File: src/sv/stt_pkg.sv
// Shared types and constants for the software timer table.
// Used by stt_alu, stt_core and software_timer_table_unit; no dependencies.
package stt_pkg;

	localparam int SLOTS    = 8;
	localparam int IDX_W    = (SLOTS > 1) ? $clog2(SLOTS) : 1;
	localparam int HANDLE_W = 4;
	localparam int TIME_W   = 32;
	localparam int OP_W     = 3;

	localparam logic [OP_W-1:0] OP_TICK       = 3'd0;
	localparam logic [OP_W-1:0] OP_CREATE     = 3'd1;
	localparam logic [OP_W-1:0] OP_SET_PERIOD = 3'd2;
	localparam logic [OP_W-1:0] OP_RELOAD     = 3'd3;
	localparam logic [OP_W-1:0] OP_DELETE     = 3'd4;

	localparam logic KIND_CREATE = 1'b0;
	localparam logic KIND_EXPIRY = 1'b1;

	localparam int IN_DATA_W  = 72;
	localparam int OUT_DATA_W = 8;

	typedef struct packed {
		logic [OP_W-1:0]     opcode;
		logic [HANDLE_W-1:0] handle;
		logic [TIME_W-1:0]   period;
		logic                auto_reload;
		logic                start_enabled;
		logic [TIME_W-1:0]   now;
	} cmd_t;

	typedef struct packed {
		logic                kind;
		logic [HANDLE_W-1:0] handle_out;
		logic                last;
	} res_t;

	function automatic logic [HANDLE_W-1:0] handle_of(input logic [IDX_W-1:0] idx);
		handle_of = HANDLE_W'(idx) + HANDLE_W'(1);
	endfunction

endpackage

File: src/sv/stt_alu.sv
// Shared adder and unsigned compare used by the tick, create and
// reload steps. Depends on stt_pkg.
module stt_alu (
	input  logic [stt_pkg::TIME_W-1:0] now,
	input  logic [stt_pkg::TIME_W-1:0] addend,
	input  logic [stt_pkg::TIME_W-1:0] expiry,
	output logic [stt_pkg::TIME_W-1:0] sum,
	output logic                       due
);
	import stt_pkg::*;

	assign sum = now + addend;
	assign due = (now >= expiry);

endmodule

File: src/sv/stt_core.sv
// Slot storage and sequencer: walks the slots one per cycle through stt_alu
// unless stalled on out_free. Depends on stt_pkg and stt_alu.
module stt_core (
	input  logic          clk,
	input  logic          arst_n,
	input  logic          cmd_valid,
	input  stt_pkg::cmd_t cmd,
	output logic          ready,
	input  logic          out_free,
	output logic          emit_valid,
	output stt_pkg::res_t emit
);
	import stt_pkg::*;

	localparam logic [2:0] ST_IDLE  = 3'd0;
	localparam logic [2:0] ST_SCAN  = 3'd1;
	localparam logic [2:0] ST_FLUSH = 3'd2;
	localparam logic [2:0] ST_FIND  = 3'd3;
	localparam logic [2:0] ST_CMD   = 3'd4;

	logic [2:0]        state_q;
	logic [IDX_W-1:0]  idx_q;
	cmd_t              cmd_q;
	logic [SLOTS-1:0]  used_q;
	logic [SLOTS-1:0]  active_q;
	logic [SLOTS-1:0]  repeat_q;
	logic [TIME_W-1:0] period_q [SLOTS];
	logic [TIME_W-1:0] expiry_q [SLOTS];
	logic              pend_q;
	logic [IDX_W-1:0]  pend_idx_q;

	logic [TIME_W-1:0] addend;
	logic [TIME_W-1:0] sum;
	logic              due;
	logic              hit;
	logic              last_idx;
	logic              hdl_ok;

	assign addend   = (cmd_q.opcode == OP_CREATE) ? cmd_q.period : period_q[idx_q];
	assign hit      = used_q[idx_q] && active_q[idx_q] && due;
	assign last_idx = (idx_q == IDX_W'(SLOTS - 1));
	assign hdl_ok   = (cmd.handle != '0) && (32'(cmd.handle) <= 32'(SLOTS));
	assign ready    = (state_q == ST_IDLE);

	stt_alu u_alu (
		.now    (cmd_q.now),
		.addend (addend),
		.expiry (expiry_q[idx_q]),
		.sum    (sum),
		.due    (due)
	);

	always_comb begin
		emit_valid      = 1'b0;
		emit.kind       = KIND_EXPIRY;
		emit.handle_out = handle_of(pend_idx_q);
		emit.last       = 1'b0;
		unique case (state_q)
			ST_SCAN: begin
				emit_valid = hit && pend_q && out_free;
			end
			ST_FLUSH: begin
				emit_valid = pend_q && out_free;
				emit.last  = 1'b1;
			end
			ST_FIND: begin
				emit_valid      = out_free && (!used_q[idx_q] || last_idx);
				emit.kind       = KIND_CREATE;
				emit.handle_out = used_q[idx_q] ? '0 : handle_of(idx_q);
				emit.last       = 1'b1;
			end
			default: begin
			end
		endcase
	end

	always_ff @(posedge clk) begin
		if (state_q == ST_IDLE && cmd_valid) begin
			cmd_q <= cmd;
		end
		if (state_q == ST_SCAN && hit && (!pend_q || out_free) && repeat_q[idx_q]) begin
			expiry_q[idx_q] <= sum;
		end
		if (state_q == ST_FIND && out_free && !used_q[idx_q]) begin
			period_q[idx_q] <= cmd_q.period;
			if (cmd_q.start_enabled) begin
				expiry_q[idx_q] <= sum;
			end
		end
		if (state_q == ST_CMD && used_q[idx_q]) begin
			if (cmd_q.opcode == OP_SET_PERIOD) begin
				period_q[idx_q] <= cmd_q.period;
			end
			if (cmd_q.opcode == OP_RELOAD) begin
				expiry_q[idx_q] <= sum;
			end
		end
	end

	always_ff @(posedge clk or negedge arst_n) begin
		if (!arst_n) begin
			state_q    <= ST_IDLE;
			idx_q      <= '0;
			used_q     <= '0;
			active_q   <= '0;
			repeat_q   <= '0;
			pend_q     <= 1'b0;
			pend_idx_q <= '0;
		end else begin
			unique case (state_q)
				ST_IDLE: begin
					if (cmd_valid) begin
						idx_q  <= '0;
						pend_q <= 1'b0;
						unique case (cmd.opcode)
							OP_TICK:   state_q <= ST_SCAN;
							OP_CREATE: state_q <= ST_FIND;
							OP_SET_PERIOD, OP_RELOAD, OP_DELETE: begin
								if (hdl_ok) begin
									idx_q   <= IDX_W'(cmd.handle - HANDLE_W'(1));
									state_q <= ST_CMD;
								end
							end
							default: state_q <= ST_IDLE;
						endcase
					end
				end
				ST_SCAN: begin
					if (!hit || !pend_q || out_free) begin
						if (hit) begin
							if (!repeat_q[idx_q]) begin
								active_q[idx_q] <= 1'b0;
							end
							pend_q     <= 1'b1;
							pend_idx_q <= idx_q;
						end
						if (last_idx) begin
							state_q <= ST_FLUSH;
						end else begin
							idx_q <= idx_q + IDX_W'(1);
						end
					end
				end
				ST_FLUSH: begin
					if (!pend_q || out_free) begin
						pend_q  <= 1'b0;
						state_q <= ST_IDLE;
					end
				end
				ST_FIND: begin
					if (!used_q[idx_q]) begin
						if (out_free) begin
							used_q[idx_q]   <= 1'b1;
							repeat_q[idx_q] <= cmd_q.auto_reload;
							active_q[idx_q] <= cmd_q.start_enabled;
							state_q         <= ST_IDLE;
						end
					end else if (last_idx) begin
						if (out_free) begin
							state_q <= ST_IDLE;
						end
					end else begin
						idx_q <= idx_q + IDX_W'(1);
					end
				end
				ST_CMD: begin
					if (cmd_q.opcode == OP_DELETE) begin
						used_q[idx_q]   <= 1'b0;
						active_q[idx_q] <= 1'b0;
					end else if (cmd_q.opcode == OP_RELOAD && used_q[idx_q]) begin
						active_q[idx_q] <= 1'b1;
					end
					state_q <= ST_IDLE;
				end
				default: state_q <= ST_IDLE;
			endcase
		end
	end

endmodule

File: src/sv/software_timer_table_unit.sv
// Top level of the software timer table: stream ports and result register.
// Depends on stt_pkg and stt_core.
//
// Takes one command at a time. A tick walks all slots, one per cycle through a
// single shared adder and comparator, unless stalled on m_tready; each expired
// slot gives one result. A create walks until the lowest free slot and always
// gives one reply, also stalling on m_tready. Set period, reload and delete give
// no result; with a handle of zero or above SLOTS they, like unknown opcodes,
// are dropped. The table is empty after reset.
module software_timer_table_unit (
	input  logic                          clk,
	input  logic                          arst_n,
	input  logic                          s_tvalid,
	output logic                          s_tready,
	// handle[3:0], period[35:4], auto_reload[36], start_enabled[37], now[69:38]
	input  logic [stt_pkg::IN_DATA_W-1:0] s_tdata,
	// opcode[2:0]
	input  logic [stt_pkg::OP_W-1:0]      s_tuser,
	output logic                          m_tvalid,
	input  logic                          m_tready,
	// handle_out[3:0]
	output logic [stt_pkg::OUT_DATA_W-1:0] m_tdata,
	// kind[0]
	output logic                          m_tuser,
	output logic                          m_tlast
);
	import stt_pkg::*;

	cmd_t cmd;
	res_t emit;
	res_t res_q;
	logic emit_valid;
	logic out_free;
	logic valid_q;

	assign cmd.opcode        = s_tuser;
	assign cmd.handle        = s_tdata[3:0];
	assign cmd.period        = s_tdata[35:4];
	assign cmd.auto_reload   = s_tdata[36];
	assign cmd.start_enabled = s_tdata[37];
	assign cmd.now           = s_tdata[69:38];

	assign out_free = !valid_q || m_tready;

	stt_core u_core (
		.clk        (clk),
		.arst_n     (arst_n),
		.cmd_valid  (s_tvalid && s_tready),
		.cmd        (cmd),
		.ready      (s_tready),
		.out_free   (out_free),
		.emit_valid (emit_valid),
		.emit       (emit)
	);

	always_ff @(posedge clk or negedge arst_n) begin
		if (!arst_n) begin
			valid_q <= 1'b0;
		end else if (out_free) begin
			valid_q <= emit_valid;
		end
	end

	always_ff @(posedge clk) begin
		if (out_free && emit_valid) begin
			res_q <= emit;
		end
	end

	assign m_tvalid = valid_q;
	assign m_tdata  = {{(OUT_DATA_W - HANDLE_W){1'b0}}, res_q.handle_out};
	assign m_tuser  = res_q.kind;
	assign m_tlast  = res_q.last;

endmodule
File: config.mk
export PLATFORM = sky130hd
export DESIGN_NAME = software_timer_table_unit
export DESIGN_NICKNAME = d
export VERILOG_FILES = /design/src/sv/stt_pkg.sv /design/src/sv/stt_alu.sv /design/src/sv/stt_core.sv /design/src/sv/software_timer_table_unit.sv
export SDC_FILE = /design/constraint.sdc
export NUM_CORES = 1
export LEC_CHECK = 0
export BUFFER_PORTS_ARGS = -buffer_cell sky130_fd_sc_hd__buf_2
export CORE_MARGIN = 2
export CORE_UTILIZATION = 60
export DETAILED_ROUTE_END_ITERATION = 8
export GPL_TIMING_DRIVEN = 1
export HOLD_SLACK_MARGIN = 0.12
export PLACE_DENSITY = 0.77
export RECOVER_POWER = 50
export SLEW_MARGIN = 30
export SYNTH_ARGS = -nofsm -noshare
export SYNTH_HDL_FRONTEND = slang
export SYNTH_SLANG_ARGS = --single-unit
File: constraint.sdc
create_clock -name clk -period 15.5 [get_ports clk]
set_input_delay 1.55 -clock clk [delete_from_list [all_inputs] [get_ports clk]]
set_output_delay 1.55 -clock clk [all_outputs]
set_load 0.005 [all_outputs]
Word-level counts from Yosys, hierarchy flattened. Memories as Yosys holds them, arrays and structs flattened. Cells that the tools add are included.

Flip-flop bits (word level): 110. Bits in writable memories: 512. Input port bits: 79. Output and inout bits: 12. Logic and storage cells: 170. Memories kept: 2.

Memories: u_core.expiry_q (depth 8, width 32, rd ports 1, clocked after memory_dff 0, wr ports 1, line stt_core.sv:28) `logic [TIME_W-1:0] expiry_q [SLOTS];`; u_core.period_q (depth 8, width 32, rd ports 1, clocked after memory_dff 0, wr ports 1, line stt_core.sv:27) `logic [TIME_W-1:0] period_q [SLOTS];`.

Add/subtract/negate cells: 5. Magnitude comparators: 4. Eq/ne operators: 26. Mux-type cells: 65. Bitwise operators: 9. Reduce and logical (&&, ||, !) cells: 43.

Operators by type and width (number): 32-bit two-way mux (4); 8-bit two-way mux (10); 3-bit two-way mux (14); 32-bit adder (1); 32-bit >= comparator (1); 8-bit case mux with 3 select lines (1); 1-bit two-way mux (22); 3-bit by 2-bit == test with 1-bit output, second input constant (6); 1-bit logical AND (18); 3-bit case mux with 3 select lines (2); 8-bit AND (2); 8-bit bitwise mux (2); 8-bit OR (2); 8-bit case mux with 2 select lines (1); 3-bit == test, second input constant (4); 2-bit inequality test, second input constant (6); 3-bit case mux with 4 select lines (1); 1-bit binary-select mux with 3-bit select (3); 3-bit by 1-bit == test with 1-bit output, second input constant (3); 3-bit nonzero test (3); 3-bit by 1-bit adder with 4-bit output, second input constant (2); 2-bit by 1-bit inequality test with 1-bit output, second input constant (4); 8-bit NOT (1); 4-bit AND reduction (2); 24 further kinds (37).

Longest topological paths before layout.
Depth after elaboration: 11. Mapped depth: 20. Gate-level depth less buffers: 16.

Modules after synthesis. A second synthesis with hierarchy kept.

Cell total of the unflattened synthesis: 1681. Area, all modules: 25791.0 um^2.

By module, submodules not included: stt_core (times used 1, cells each 1346, area each 23159.7 um^2, seq. area each 18297.5 um^2); stt_alu (times used 1, cells each 319, area each 2357.3 um^2, seq. area each 0.0 um^2); software_timer_table_unit (times used 1, cells each 16, area each 274.0 um^2, seq. area each 205.2 um^2).

Worst setup path after synthesis. No wires, ideal clock.

Path kind: reg-to-reg. Start point: register u_core.idx_q[0]. End point: memory u_core.expiry_q[0][0] (enable). Library setup time: 0.421 ns. Arrival time: 5.449 ns. Data required time: 15.079 ns. Slack: 9.630 ns. Cell stages (with the launch flop): 16. Buffers on the path: 4. Clock period less this slack: 5.870 ns. Path through: dfrtp_1 -> clkbuf_1 -> clkbuf_1 -> and3_1 -> clkbuf_1 -> clkbuf_1 -> a22oi_1 -> and4_1 -> ha_1 -> and3_1 -> nand3_1 -> or4_1 -> a211oi_1 -> a22oi_4 -> o41a_1 -> nor2_1.

Cells in the longest elaborated chain, start to end: 11. Elaborated cells on any way between the ends: 24. Classes of those cells: order compare (1); mux (12); bitwise (2); reduce/logical (8); memory (1).

Ends and longest elaborated chain: from (decl) (line stt_core.sv:22) `logic [IDX_W-1:0] idx_q;`; from (signal assigned) (line stt_core.sv:120) `idx_q <= IDX_W'(cmd.handle - HANDLE_W'(1));`; from (signal assigned) (line stt_core.sv:140) `idx_q <= idx_q + IDX_W'(1);`; from (signal assigned) (line stt_core.sv:163) `idx_q <= idx_q + IDX_W'(1);`; parallel branches: the longest is 11 deep, another holds memory 8 x 32 bit; to (decl) (line stt_core.sv:28).

Parallel ways; which one is timed is not known. The select of a mux whose other input is x is not followed.

Final worst setup path.
Start point: register u_core.idx_q[2]. End point: memory u_core.period_q[5][16] (enable).

Cells in the longest elaborated chain, start to end: 7. Elaborated cells on any way between the ends: 10. Classes of those cells: mux (6); bitwise (1); reduce/logical (3).

Ends and longest elaborated chain: 1-bit binary-select mux with 3-bit select (line stt_core.sv:84, stt_core.sv:90); 1-bit two-way mux (not written as such) (line stt_core.sv:84, stt_core.sv:90); 1-bit logical NOT (line stt_core.sv:84) `if (state_q == ST_FIND && out_free && !used_q[idx_q]) begin`; 1-bit logical AND (line stt_core.sv:84); 1-bit two-way mux (line stt_core.sv:84); 1-bit two-way mux (not written as such) (line stt_core.sv:85) `period_q[idx_q] <= cmd_q.period;`; 1-bit OR (no source line); to (decl) (line stt_core.sv:27).

Parallel ways exist; a longest one is shown, timed or not. The select of a mux whose other input is x is not followed.

==> results.md <==
* Status: complete, but fails checks
* Failing checks: max-capacitance violations, max-slew violations
* DR iter-0 viols at 1939
* Async SR Flop Fraction at 5.63%
* Setup slack, reg-to-reg at 4.83 ns
* Library cells used by synthesis at 73
* Ys Warns at 0
* CP Launch Type: register
* Final nets at 1915
* Peak supply drop at 0.000122 V
* # Post-CTS Setup Buffers at 0
* Post-DRT Antenna Nets at 0
* Rel. slew slack at -108%
* Depth of the worst register-to-register path at 9
* Final Skew at 0.0277 ns
* Hold path depth at 2
* Crit end category: register
* Worst Path Max Fanout at 45
* Reg area at 18500 sq um
* Slew @ Worst Pin at 3.12 ns
* Max Cap Viol at 13
* # rows at 75
* Dpl cells at 2246
* Synth Area in Adders at 3.39%
* Skew-Pair Late Insertion Delay at 0.64 ns
* GP Congestion at 0.893
* TritonCTS buffer count at 58
* Hold_ws at 0.521 ns
* Final count of hold timing violations at 0
* Clock period minus worst slack at 10.67 ns
* Longest Clk Path Bufs at 3
* Synth-to-Final Area Change at 11.8%
* DR vias/cell at 6.64
* Chip width at 211 microns
* Sink Count at 622
* IO Count at 91
* Pleak at 9.68 nW
* Initial Util at 61.0%
* Hold Buf Count CTS at 0
* Clock slew at reported path FFs at 0.07 ns
* Layout cell share with drive strength beyond 1 at 13.3%
* Seq/Total Area, Yosys at 72.0%
* Port Buf Inserts at 84
* Final period utilization at 68.9%
* GRT Residual Overflow at 0
* Post-CTS resize count at 0
* Final setup violating endpoints at 0
* Post-Syn Area at 25700 sq um
* Diodes inserted at 0
* Primary FF master, synth: edfxtp_1
* First-pass GRT wire length at 89700 microns
* Residual DRC count at 0
* Final core occ at 68.2%
* Largest net degree at the start of global routing at 65
* Core area at 42100 sq um
* Fill cells at 2761
* Post-DP HPWL at 33900 microns
* DIE AREA at 44500 sq um
* Mux share of post-synthesis cell area at 3.15%
* RSZ-0062 raised after global routing: false
* WP data arrival at 10.87 ns
* Largest family of logic cells by synthesized area: compound AO/OA/AOI/OAI gates
* Vias in the first global route at 15300
* Die extent in y at 211 microns
* CTS H-Tree Depth at 2
* Initial antenna violation count at 1
* Root buf cell: clkbuf_16
* Post-Route WL at 59900 microns
* Crit Path Category: reg2reg
* Synth Area per Inst at 15.3 sq um
* Peak Freq at 93.7 MHz
* WL/cell at 25.5 microns
* Commonest non-fill, non-tap cell in the layout: edfxtp_1
* Slew Viols, Final at 430
* Hold Path Class: reg2reg
* Most frequent cells in the layout: edfxtp_1, a22oi_1, nor2_1
* Post-Synth Simple-Gate Area at 5.82%
* Initial DRT Pass Iterations at 6
* Total Routing Usage GR at 27.1%
* #FFs+latches synth at 622
* Xor/xnor share of the synthesized area at 0.818%
* Total number of vias at 15600
* Worst r2r src: u_core.idx_q[2]$_DFFE_PN0P_
* Synth Area in Compound Gates at 13.0%
* Fin cells at 2351
* Worst Path Required at 15.69 ns
* CTS tree: built
* R2r endpoint: u_core.period_q[5][16]$_DFFE_PP_
* Multi-input gate area at 6910 sq um
* Number of synthesized flops with an enable pin at 587
* Setup TNS at 0 ns
* Mapped Cells at 1676
* Cell Pwr Density at 196 nW/um^2
==> cell usage after synthesis, types with 18 or more instances <==
library cell	count	area, sq um
and3_1	24	150
xnor2_1	18	158
edfxtp_1	587	17600
ha_1	68	851
a22o_1	21	184
nand2_1	59	221
nor2_1	102	383
a21oi_1	85	425
mux2_2	19	214
a22oi_1	122	916
nand3_1	30	150
mux2i_1	39	390
a221oi_1	58	508
a21o_1	25	188
inv_1	23	86.3
o21ai_0	56	280
dfrtp_1	35	876
clkbuf_1	73	274
==> power breakdown <==
part	internal [W]	leakage (nW)	switching [W]
sequential	0.00235	5.75	0.000126
combinational	0.000581	3.01	0.00114
clock	0.000825	0.911	0.000608
total	0.00376	9.68	0.00187
==> worst max-delay path by stage <==
stage / startpoint / endpoint / slack (ns)
floorplan: u_core.idx_q[0]$_DFFE_PN0P_ / u_core.expiry_q[0][0]$_DFFE_PP_ / 9.63
detailed placement: u_core.idx_q[1]$_DFFE_PN0P_ / u_core.expiry_q[4][5]$_DFFE_PP_ / 8.70
global placement: u_core.idx_q[1]$_DFFE_PN0P_ / u_core.expiry_q[4][7]$_DFFE_PP_ / 8.73
CTS: u_core.idx_q[1]$_DFFE_PN0P_ / u_core.expiry_q[4][20]$_DFFE_PP_ / 8.63
finish: u_core.idx_q[2]$_DFFE_PN0P_ / u_core.period_q[5][16]$_DFFE_PP_ / 4.83
global route: u_core.idx_q[2]$_DFFE_PN0P_ / u_core.period_q[4][1]$_DFFE_PP_ / 4.35
==> final cells by class <==
cell class	count	share of cell area [%]
multi-input combinational	943	24.1
timing repair buffer	119	2.19
clock buffer	72	5.23
inverter	23	0.300
tap	539	2.35
sequential	622	64.4
clock inverter	33	1.45
==> per-layer routing <==
metal / vias to the layer above / wire length, microns / track usage, %
met3: 136 / 4980 / 4.19
li1: 6915 / - / -
met2: 771 / 28600 / 43.7
met4: 2 / 2130 / 11.4
met5: - / 8 / 0
met1: 7794 / 24100 / 37.3
==> kinds of logic (layout without fill, tap and decap cells) <==
group | after synthesis | in the layout
AO/OA/AOI/OAI | 474 | 474
XOR/XNOR | 24 | 24
adder cells (fa/ha/maj) | 69 | 69
buffers and inverters | 114 | 247
flip-flops | 622 | 622
multiplexers | 71 | 71
other | 1 | 4
AND/OR/NAND/NOR | 301 | 301
==> registers in the layout (all words and copies together) (netlist names), named ones only <==
register and cells:
m_tdata 4, u_core.expiry_q 256, u_core.repeat_q 8, u_core.period_q 256, m_tuser 1, u_core.pend_q 1, u_core.idx_q 3, m_tlast 1
u_core.state_q 3, u_core.pend_idx_q 3, u_core.active_q 8, m_tvalid 1, u_core.cmd_q 69
==> critical path, cell delays in order, from the launching register on <==
cell      delay [ns]
dfrtp_1         1.74
clkbuf_1        1.83
and2_2          0.40
clkbuf_1        2.21
a222oi_1        0.48
clkbuf_1        0.39
nor4bb_1        0.50
a21oi_1         0.57
nor2_4          0.22
clkbuf_1        1.79
==> metrics by stage <==
step	power [W]	setup slack [ns]	area (sq um)
final	0.00563	4.83	28700
after global routing	0.00587	4.35	28700
after CTS	0.00561	8.63	28800
after detailed placement	0.00418	8.70	26900
after global placement	0.00409	8.73	26900
after floorplan	0.00363	9.63	25700
No activity file was read; power rests on OpenSTA's default activity.
